## src/rtl/sat_pkg.sv

```systemverilog
`timescale 1ns / 1ps

package sat_pkg;

  // table geometry
  localparam int CAPACITY = 64;
  localparam int IDX_W    = $clog2(CAPACITY);
  localparam int CNT_W    = $clog2(CAPACITY + 1);
  localparam int VAL_W    = 32;

  // port field widths
  localparam int CMD_W  = 2;
  localparam int STAT_W = 2;
  localparam int POS_W  = 6;
  localparam int TOT_W  = 7;

  // command codes
  localparam logic [CMD_W-1:0] CMD_INSERT = 2'd0;
  localparam logic [CMD_W-1:0] CMD_SEARCH = 2'd1;
  localparam logic [CMD_W-1:0] CMD_REMOVE = 2'd2;

  // status codes
  localparam logic [STAT_W-1:0] ST_OK   = 2'd0;
  localparam logic [STAT_W-1:0] ST_MISS = 2'd1;
  localparam logic [STAT_W-1:0] ST_FULL = 2'd2;

  // per-cell control from the sequencer
  typedef struct packed {
    logic cmp;        // capture compare flags against the key
    logic ins;        // insert shift cycle
    logic rem;        // remove shift cycle
    logic live;       // cell index below entry count
    logic at_count;   // cell index equals entry count
    logic next_live;  // right neighbor is live
    logic del_from;   // cell index at or above removal position
    logic left_gt;    // left neighbor holds a value above the key
  } cell_ctl_t;

endpackage

```

## src/rtl/sat_cell.sv

```systemverilog
`timescale 1ns / 1ps

module sat_cell
  import sat_pkg::*;
(
  input  logic                    clk,
  input  cell_ctl_t               ctl,
  input  logic signed [VAL_W-1:0] key,
  input  logic signed [VAL_W-1:0] left_value,
  input  logic signed [VAL_W-1:0] right_value,
  output logic signed [VAL_W-1:0] value,
  output logic                    gt,
  output logic                    eq
);

  always_ff @(posedge clk) begin
    if (ctl.cmp) begin
      gt <= ctl.live && (value > key);
      eq <= ctl.live && (value == key);
    end
    if (ctl.ins) begin
      // larger entries move up one place, the key drops into the gap
      if (ctl.left_gt) begin
        value <= left_value;
      end else if (gt || ctl.at_count) begin
        value <= key;
      end
    end else if (ctl.rem) begin
      if (ctl.del_from && ctl.next_live) begin
        value <= right_value;
      end
    end
  end

endmodule

```

## config.mk

```make
export PLATFORM = sky130hd
export DESIGN_NAME = sat_cell
export DESIGN_NICKNAME = d
export VERILOG_FILES = /design/src/rtl/sat_pkg.sv /design/src/rtl/sat_cell.sv
export SDC_FILE = /design/constraint.sdc
export NUM_CORES = 1
export LEC_CHECK = 0
export ABC_AREA = 1
export CORE_UTILIZATION = 44
export DETAILED_ROUTE_END_ITERATION = 16
export DONT_BUFFER_PORTS = 1
export MAX_ROUTING_LAYER = met4
export RECOVER_POWER = 25
export SETUP_SLACK_MARGIN = 0.1
export SLEW_MARGIN = 10
export SYNTH_ARGS = -nofsm -noshare
export SYNTH_HDL_FRONTEND = slang
export SYNTH_SLANG_ARGS = --single-unit
export TNS_END_PERCENT = 10
```

## constraint.sdc

```tcl
create_clock -name clk -period 8.05 [get_ports clk]
set_input_delay 0 -clock clk [delete_from_list [all_inputs] [get_ports clk]]
set_output_delay 0 -clock clk [all_outputs]
set_load 0.05 [all_outputs]
```

==> results of run 1 <==
-- through the flow --
step	hold WS (ns)	utilization (%)
floorplan	0.112	-
global placement	0.113	47.3
detailed placement	0.113	47.3
CTS	0.000526	58.1
global route	0.000576	58.0
finish	0.00157	58.0
-- metal layers --
layer / part of all wire [%] / vias to the layer above / track usage (%)
met5: 0 / - / -
met4: 1.2 / 0 / 6.67
met3: 7.0 / 7 / 5.23
met2: 50 / 100 / 38.3
met1: 42 / 1056 / 24.8
li1: - / 1190 / -
-- synth_stat cells, drive strengths merged --
master / instances
nor2: 46
a21o: 1
a21oi: 16
nor3b: 1
o21ai: 2
clkinv: 1
ha: 32
nand2: 103
o21a: 2
clkbuf: 8
inv: 42
nand4: 1
a31oi: 34
buf: 6
nand3: 3
edfxtp: 34
-- state kept, by name (all words and copies together) (netlist names) --
register / flops
gt: 1
eq: 1
value: 32
-- power by group --
group / switching (mW) / leakage (nW) / internal [mW]
Sequential: 0.0625 / 0.331 / 0.217
Combinational: 0.0558 / 1.09 / 0.0572
Clock: 0.0609 / 0.0375 / 0.0564
Total: 0.179 / 1.46 / 0.330
-- cells by family after synthesis --
group	Yosys count	synth area share, %
AND/OR/NAND/NOR	154	23.2
adder cells (fa/ha/maj)	32	15.5
buffers and inverters	57	8.58
AO/OA/AOI/OAI	55	13.2
flip-flops	34	39.6
-- path summary, 6_finish.rpt --
check | start | slack, ns | cells past startpoint | to
worst max register to register | gt | 5.90 | 2 | value[11]
worst min-delay path | key[17] | 0.002 | 2 | value[17]
worst min register to register | value[31] | 1.24 | 3 | gt
worst max-delay path | ctl[0] | 5.79 | 3 | value[11]
-- final cells by class --
cell class	count	area (sq um)
clock inverters	1	3.75
flip-flops and latches	34	1020
multi-input cells	241	1350
inverters	43	161
repair buffers	53	534
clock buffers	5	68.8
well taps	72	90.1
fillers	536	2340
==> flow_metrics.tcl, run 1 <==
set metrics [dict create \
    run_status "complete, but fails checks" \
    failing_checks "capacitance limit, slew limit" \
    die-area_sq_um 6180 \
    p_leak_nw 1.46 \
    cts.path.max_buffers 2 \
    max-slew-margin-rel_pct -7.20 \
    setup_viol_count_final 0 \
    placed_cell_area_sq_um 2630 \
    most-common-layout-cells "nand2_1, dlygate4sd3_1, nor2_1" \
    min_path_type "in -> reg" \
    yosysTopAreaCellShare_pct 39.6 \
    place_ws_ns 5.91 \
    die_width_microns 78.6 \
    globalplace.congestion 0.796 \
    drt_wl_total_microns 6500 \
    cts_hold_repair.buffers 52 \
    fin_total_pwr_mw 0.509 \
    place.detailed.hpwl_microns 4230 \
    core_sq_um 5570 \
    wire_length_of_the_first_global_routing_pass_microns 10100 \
    postRouteAntennaNets 0 \
    synth.area.top_cells "edfxtp_1, ha_1, nand2_1" \
    global_route.usage.total_pct 22.0 \
    post_route_skew_ns 0.00395 \
    cts_inserted_buffers 5 \
    post-place-cells 391 \
    required_ns 7.85 \
    timing.final.crit_share_pct 28.1 \
    drive_gt1_share_pct 3.45 \
    worstPathCellList "inv_1 -> clkbuf_1 -> a31oi_4" \
    clock-root-buffer "clkbuf_8" \
    vias 2353 \
    final_area_sq_um 3230 \
    timing.final.ws_setup_ns 5.79 \
    grt-ovfl-total 0 \
    area_growth_syn_to_layout_pct 25.3 \
    worstMarginPinSlew_ns 1.61 \
    worstPathArrival_ns 2.06 \
    path_buf_inv 2 \
    nets 515 \
    drtPass1Iterations 4 \
    clock_pin_transition_on_the_worst_setup_and_hold_timing_paths_ns 0.07 \
    timing.critical_path.to_type "register" \
    cts_setup_buffers 0 \
    syn-instance-count 332 \
    setup_total_neg_slack_ns 0 \
    path_class "in -> reg" \
    first_drt_iteration_drcs 86 \
    yosysTopAreaCell "edfxtp_1" \
    synth.ff_latch_count 34 \
    cell_area_after_synthesis_sq_um 2580 \
    peakVddDrop_mv 0.0919 \
    post_cts_resize_count 0 \
    clock_latency_ns 0.28 \
    num_antenna_cells 0 \
    rsz0062_at_grt "false" \
    antenna_violations_before_repair 0 \
    finish.cell_count_without_fillers 449 \
    std_cell_rows 27 \
    start_util_pct 46.3 \
    syn-num-nets 469 \
    grt_max_degree 50 \
    drc 0 \
    chipHeight_microns 78.6 \
    finalWorstPathRequiredPeriod_ns 2.26 \
    worst_path_dominant_cell_family "buffers and inverters" \
    post_synth.cell_area_avg_sq_um 7.77 \
    ioPinCount 139 \
    synth_warnings 0 \
    clock-sinks 34 \
    vias_per_cell 5.24 \
    placement.io_buffers 0 \
    first_global_vias 2240 \
    critical_path_max_stage_delay_ns 1.16 \
    timing_max_transition_violations_final 34 \
    ctsHtreeMaxLevel 2 \
    path_max_fanout 33 \
    start_kind "input port" \
    crit_path_top_delay_cell "clkbuf_1" \
    powerDensity_nw_per_um2 158 \
    timing.fmax_ghz 0.442 \
    synth_sequential_area_ratio_pct 39.6 \
    hold_violations 0 \
    tritoncts "done" \
    maxCapViolations 1 \
    layout_commonest_cell "nand2_1" \
    wl_per_cell_microns 14.5 \
    post_synth_num_cell_types 21 \
]
Note: power is estimated with default switching activity, not from simulation.
==> inputs of run 2 (changes only) <==
--- a/config.mk
+++ b/config.mk
@@ -5,7 +5,7 @@
 export SDC_FILE = /design/constraint.sdc
 export NUM_CORES = 1
 export LEC_CHECK = 0
-export ABC_AREA = 1
+export ABC_AREA = 0
 export CORE_UTILIZATION = 44
 export DETAILED_ROUTE_END_ITERATION = 16
 export DONT_BUFFER_PORTS = 1
==> constraint.sdc (replaced) <==
create_clock -name clk -period 1.9 [get_ports clk]
set_input_delay 0 -clock clk [delete_from_list [all_inputs] [get_ports clk]]
set_output_delay 0 -clock clk [all_outputs]
set_load 0.05 [all_outputs]
==> run 2 against run 1 <==
The run ends with setup timing left. Cell area grew 8.4%. Die area decreased by 2.3%. Critical path depth is 4 higher. Combinational power increased to 7.1 times the previous value. Core utilization rose by 5.6 points. Worst hold slack improved by 0.0045 ns. Largest cell class unchanged.
==> flow_metrics.tcl, run 2 <==
set metrics [dict create \
    place_ws_ns -0.171 \
    synth-edff-count 34 \
    wire_length_of_the_first_global_routing_pass_microns 10000 \
    internal_power_mw 1.51 \
    yosysTopAreaCell "edfxtp_1" \
    syn-instance-count 261 \
    post_synth_num_cell_types 28 \
    post-route-util_pct 63.6 \
    final_area_sq_um 3500 \
    die_width_microns 77.7 \
    synthTopCellsByCount "a21oi_1, nor2_1, edfxtp_1" \
    failing_checks "setup timing" \
    max-slew-margin-rel_pct 22.1 \
    clock-sinks 34 \
    cell_area_after_synthesis_sq_um 2520 \
    layout_top_registers "value (32), eq (1), gt (1)" \
    clock_latency_ns 0.29 \
    first_global_vias 2261 \
    power.share.clock_pct 22.8 \
    largest_register "value" \
    ctsHtreeMaxLevel 2 \
    use_met2_pct 39.8 \
    run_status "complete, but fails checks" \
    p_leak_nw 1.61 \
    postRouteAntennaNets 0 \
    path_max_fanout 2 \
    drc 0 \
    worstMarginPinSlew_ns 1.17 \
    die-area_sq_um 6040 \
    synth_warnings 0 \
    required_ns 1.94 \
    drtPass1Iterations 4 \
    tritoncts "done" \
    std_cell_rows 27 \
    place.detailed.hpwl_microns 4210 \
    vias 2177 \
    crit_path_top_delay_cell "edfxtp_1" \
    hold-path-endpoint "value[17]" \
    power_frac_seq_pct 42.1 \
    placement.io_buffers 0 \
    clock-root-buffer "clkbuf_8" \
    cts.path.max_buffers 2 \
    setup_total_neg_slack_ns -0.129 \
    timing_max_transition_violations_final 0 \
    hold_path.startpoint "right_value[17]" \
    hold_path_cell_cnt 2 \
    peakVddDrop_mv 0.394 \
    synth.most_common_cell "a21oi_1" \
    ioPinCount 139 \
    setup_viol_count_final 1 \
    first_drt_iteration_drcs 75 \
    timing.final.ws_setup_ns -0.129 \
    placed_cell_area_sq_um 2950 \
    synth.area.top_cells "edfxtp_1, ha_1, mux2i_1" \
    syn-num-nets 398 \
    finalHoldWorstSlack_ns 0.00605 \
    reg2reg_depth 7 \
    synth_ff_type "edfxtp_1" \
    timing.final.crit_share_pct 107 \
    synth.ff_latch_count 34 \
    r2r_end "gt" \
    worstReg2RegStart "value[17]" \
    grt-ovfl-total 0 \
    nets 484 \
    synth_sequential_area_ratio_pct 40.5 \
    netSwitchingFraction_pct 33.7 \
    core_sq_um 5510 \
    timing.critical_path.to_type "register" \
    fill_cells 452 \
    chipHeight_microns 77.7 \
    drive_gt1_share_pct 18.1 \
    critical_path_max_stage_delay_ns 0.43 \
    hold_violations 0 \
    maxCapViolations 0 \
    largest_reg_flops 32 \
    num_antenna_cells 0 \
    post_route_skew_ns 0.00560 \
    most-common-layout-cells "buf_4, dlygate4sd3_1, a21oi_1" \
    powerDensity_nw_per_um2 647 \
    post_synth.cell_area_avg_sq_um 9.66 \
    synth-async-reset-ratio_pct 0 \
    final-seq-area_sq_um 1020 \
    path_class "reg -> reg" \
    area_growth_syn_to_layout_pct 39.0 \
    yosysTopAreaCellShare_pct 40.5 \
    start_kind "register" \
    drt_wl_total_microns 6460 \
    rsz0062_at_grt "true" \
    worstPathCellList "ha_4 -> a21oi_2 -> o21ai_1 -> a221o_1 -> a2111oi_4 -> nand2_1 -> mux2i_1" \
    cts_inserted_buffers 5 \
    total_switching_power_mw 0.764 \
    area_of_combinational_cells_with_multiple_inputs_sq_um 1420 \
    globalplace.congestion 0.814 \
    clock_pin_transition_on_the_worst_setup_and_hold_timing_paths_ns 0.07 \
    timing.fmax_ghz 0.493 \
    met1_usage_pct 25.0 \
    finalWorstPathRequiredPeriod_ns 2.03 \
    worstPathArrival_ns 2.07 \
    met3_track_usage_gr_pct 4.59 \
    grt_max_degree 61 \
    comb_power_share_pct 35.1 \
    vias_per_cell 5.18 \
    start_util_pct 45.8 \
    grt_most_used_layer "met2" \
    global_route.usage.total_pct 22.3 \
    wl_per_cell_microns 15.4 \
    r2r_slack_ns -0.13 \
    antenna_violations_before_repair 0 \
    min_path_type "in -> reg" \
    layout_commonest_cell "buf_4" \
]
==> run 2: cell types whose count changed in the layout (fill, tap and decap cells not counted), sizes merged, moves of 3 or more <==
| cell | delta |
|---|---|
| nand2 | -96 |
| buf | +44 |
| a31oi | -33 |
| mux2i | +33 |
| a21oi | +29 |
| nor2 | -10 |
| dlygate4sd3 | -9 |
| inv | -9 |
| clkbuf | +3 |
| nand3 | +3 |
| nand4 | +3 |
==> run 2: worst max-delay path: cells and delay by family (launching register included) <==
kind / cells / cell delay (ns)
AOI/OAI and AO/OA: 4 / 0.89
DFF: 1 / 0.43
adders and majority gates: 1 / 0.24
muxes: 1 / 0.12
and+or+nand+nor: 1 / 0.10
==> run 2: routing by layer <==
layer / up-vias / wire (microns) / share of wire, %
li1: 1108 / - / -
met4: 0 / 71 / 1.1
met1: 974 / 2690 / 42
met3: 7 / 381 / 5.9
met2: 88 / 3320 / 51
met5: - / 0 / 0
==> run 2: cells by family (layout without fill, tap and decap cells) <==
logic type / count (synthesis) / count (layout) / synth area share (%)
simple gates: 61 / 61 / 10.8
compound gates: 57 / 57 / 13.1
buf+inv: 44 / 131 / 6.70
flops: 34 / 34 / 40.5
mux: 33 / 33 / 13.1
fa+ha+maj: 32 / 32 / 15.9
==> run 2: power by group through the flow <==
stage / registers (mW) / logic [mW] / clock network (mW)
5_1_grt: 0.962 / 0.868 / 0.566
6_report: 0.954 / 0.797 / 0.518
3_3_place_gp: 0.965 / 0.669 / 0
2_1_floorplan: 1.18 / 0.300 / 0
4_1_cts: 0.952 / 0.786 / 0.536
3_5_place_dp: 0.968 / 0.679 / 0
==> run 2: layout make-up <==
class | instances | area share [%]
Clock buffer | 6 | 2.07
Multi-Input combinational cell | 183 | 40.4
Tap cell | 72 | 2.57
Clock inverter | 2 | 0.250
Inverter | 33 | 3.53
Timing Repair Buffer | 90 | 22.0
Sequential cell | 34 | 29.1
==> run 2: per-stage QoR <==
stage | power, mW | cells
floorplan | 1.48 | 261
global placement | 1.63 | 368
detailed placement | 1.65 | 368
CTS | 2.27 | 418
global route | 2.40 | 420
finish | 2.27 | 420
==> run 2: timing repair <==
action,in CTS,in global routing
hold buffers,42,1
buffers inserted,0,1
pin swaps,3,0
setup endpoints to repair,2,2
resized for setup,2,4
hold endpoints to repair,36,1
==> run 2: worst max path at each step <==
stage	start	end	slack, ns
CTS	value[17]	gt	-0.16
detailed placement	value[13]	gt	-0.17
floorplan	value[23]	gt	-0.33
global placement	value[19]	gt	-0.13
global route	value[17]	gt	-0.23
finish	value[17]	gt	-0.13
==> inputs of run 3 (changes only) <==
--- a/config.mk
+++ b/config.mk
@@ -5,7 +5,7 @@
 export SDC_FILE = /design/constraint.sdc
 export NUM_CORES = 1
 export LEC_CHECK = 0
-export ABC_AREA = 0
+export ABC_AREA = 1
 export CORE_UTILIZATION = 44
 export DETAILED_ROUTE_END_ITERATION = 16
 export DONT_BUFFER_PORTS = 1
==> run 3 against run 2 <==
Power increased by 3.7%. Sequential share of layout area is 1.6 points lower. Non-clock buffer count grew 15. The run now ends clean. Worst hold slack improved by 0.0046 ns. First-iteration DRC count is 24% higher. Clock-buffer cell count is the same. Die area is 2.3% higher. Highest routed layer unchanged. Fmax increased by 19%. Sequential cell count is the same. Worst setup slack improved by 0.33 ns. Global-route usage rose by 0.27 points. Sequential power hardly changed.
==> flow_metrics.tcl, run 3 (synthesis gave the netlist of run 1 again) <==
set metrics [dict create \
    global_route.usage.total_pct 22.6 \
    r2r_slack_ns 0.20 \
    setup_viol_count_final 0 \
    drc 0 \
    finalWorstPathRequiredPeriod_ns 1.70 \
    vias 2582 \
    final_area_sq_um 3710 \
    clock-sinks 34 \
    postRouteAntennaNets 0 \
    hold_violations 0 \
    worstPathCellList "ha_4 -> buf_6 -> a21oi_2 -> o21a_1 -> nand2_2 -> a21oi_4 -> nand3_1 -> nand2_1 -> nor2_1" \
    most-common-layout-cells "nand2_1, dlygate4sd3_1, inv_1" \
    setup_total_neg_slack_ns 0 \
    hold-path-endpoint "value[11]" \
    path_class "reg -> reg" \
    place.detailed.hpwl_microns 4320 \
    drtPass1Iterations 4 \
    rsz0062_at_grt "true" \
    core_sq_um 5570 \
    vias_per_cell 5.13 \
    largest_register "value" \
    maxCapViolations 0 \
    worstMarginPinSlew_ns 1.13 \
    reg2reg_depth 9 \
    ioPinCount 139 \
    area_growth_syn_to_layout_pct 43.8 \
    cts_inserted_buffers 5 \
    ctsHtreeMaxLevel 2 \
    crit_path_top_delay_cell "edfxtp_1" \
    powerDensity_nw_per_um2 634 \
    peakVddDrop_mv 0.404 \
    drt_wl_total_microns 7210 \
    r2r_end "gt" \
    antenna_violations_before_repair 0 \
    largest_reg_flops 32 \
    num_antenna_cells 0 \
    finish.cell_count_without_fillers 503 \
    tritoncts "done" \
    placement.io_buffers 0 \
    hold_path.startpoint "key[11]" \
    start_kind "register" \
    wl_per_cell_microns 14.3 \
    critical_path_max_stage_delay_ns 0.44 \
    post-route-util_pct 66.6 \
    layout_top_registers "value (32), eq (1), gt (1)" \
    timing_max_transition_violations_final 0 \
    chipHeight_microns 78.6 \
    nets 567 \
    worst_path_dominant_cell_family "flip-flops" \
    drive_gt1_share_pct 14.4 \
    required_ns 1.95 \
    run_status "completed" \
    die-area_sq_um 6180 \
    path_max_fanout 3 \
    worstPathArrival_ns 1.75 \
    p_leak_nw 1.66 \
    max-slew-margin-rel_pct 24.9 \
    start_util_pct 46.3 \
    placed_cell_area_sq_um 2900 \
    wire_length_of_the_first_global_routing_pass_microns 10600 \
    clock_latency_ns 0.28 \
    clock_pin_transition_on_the_worst_setup_and_hold_timing_paths_ns 0.07 \
    timing.final.crit_share_pct 89.6 \
    clock-root-buffer "clkbuf_8" \
    grt_max_degree 51 \
    post_route_skew_ns 0.00560 \
    layout_commonest_cell "nand2_1" \
    hold_path_cell_cnt 2 \
    first_drt_iteration_drcs 93 \
    timing.critical_path.to_type "register" \
    std_cell_rows 27 \
    cts.path.max_buffers 2 \
    globalplace.congestion 0.775 \
    timing.fmax_ghz 0.587 \
    first_global_vias 2345 \
    die_width_microns 78.6 \
    grt-ovfl-total 0 \
    path_buf_inv 1 \
    worstReg2RegStart "value[31]" \
    post-place-cells 424 \
    min_path_type "in -> reg" \
]
## run 3: changes by cell type in the layout (fill, tap and decap cells not counted), moves of 8 or more
cell           before  now
a21oi_1            41   10
buf_4              45   27
mux2i_1            33    0
clkbuf_1            3   19
dlygate4sd3_1      42   57
nand2_1             7   98
inv_1              33   41
a31oi_1             1   33
## run 3: final cells by class
cell class | instances | area (sq um)
Timing Repair Buffer | 105 | 877
Inverter | 43 | 161
Clock inverter | 2 | 8.76
Tap cell | 72 | 90.1
Fill cell | 482 | 1860
Sequential cell | 34 | 1020
Clock buffer | 6 | 72.6
Multi-Input combinational cell | 241 | 1480
## run 3: worst max-delay path by stage
stage | startpoint | cells after the start | slack, ns | endpoint
finish | value[31] | 9 | 0.20 | gt
global route | value[31] | 8 | 0.08 | gt
CTS | value[15] | 10 | 0.17 | gt
detailed placement | value[15] | 10 | 0.19 | gt
global placement | value[15] | 10 | 0.23 | gt
floorplan | value[21] | 8 | 0.03 | gt
## run 3: what timing repair did
action / in CTS / in global routing
endpoints found under the hold margin: 35 / 0
hold buffers: 58 / 0
setup endpoints to repair: 0 / 1
setup buffers: 0 / 13
gates resized for setup: 0 / 21
## run 3: per-stage QoR
| step | hold WS [ns] | power (mW) | setup slack, ns |
|---|---|---|---|
| 5_1_grt | 0.00743 | 2.49 | 0.0775 |
| 6_report | 0.0106 | 2.35 | 0.198 |
| 4_1_cts | 0.000559 | 2.30 | 0.175 |
| 2_1_floorplan | 0.112 | 1.50 | 0.0250 |
| 3_5_place_dp | 0.113 | 1.65 | 0.189 |
| 3_3_place_gp | 0.113 | 1.63 | 0.229 |
## run 3: power by group
group	total (mW)	internal (mW)	leakage (nW)	switching [mW]
sequential	0.957	0.913	0.331	0.0441
combinational	0.878	0.359	1.28	0.520
clock	0.517	0.252	0.0426	0.265
total	2.35	1.52	1.66	0.829
## run 3: layer usage
| layer | up-vias | wire length, microns | global-route usage (%) |
|---|---|---|---|
| met2 | 101 | 3700 | 38.3 |
| met5 | - | 0 | - |
| met4 | 0 | 70 | 5.93 |
| met1 | 1178 | 3030 | 27.5 |
| li1 | 1297 | - | - |
| met3 | 6 | 401 | 4.19 |
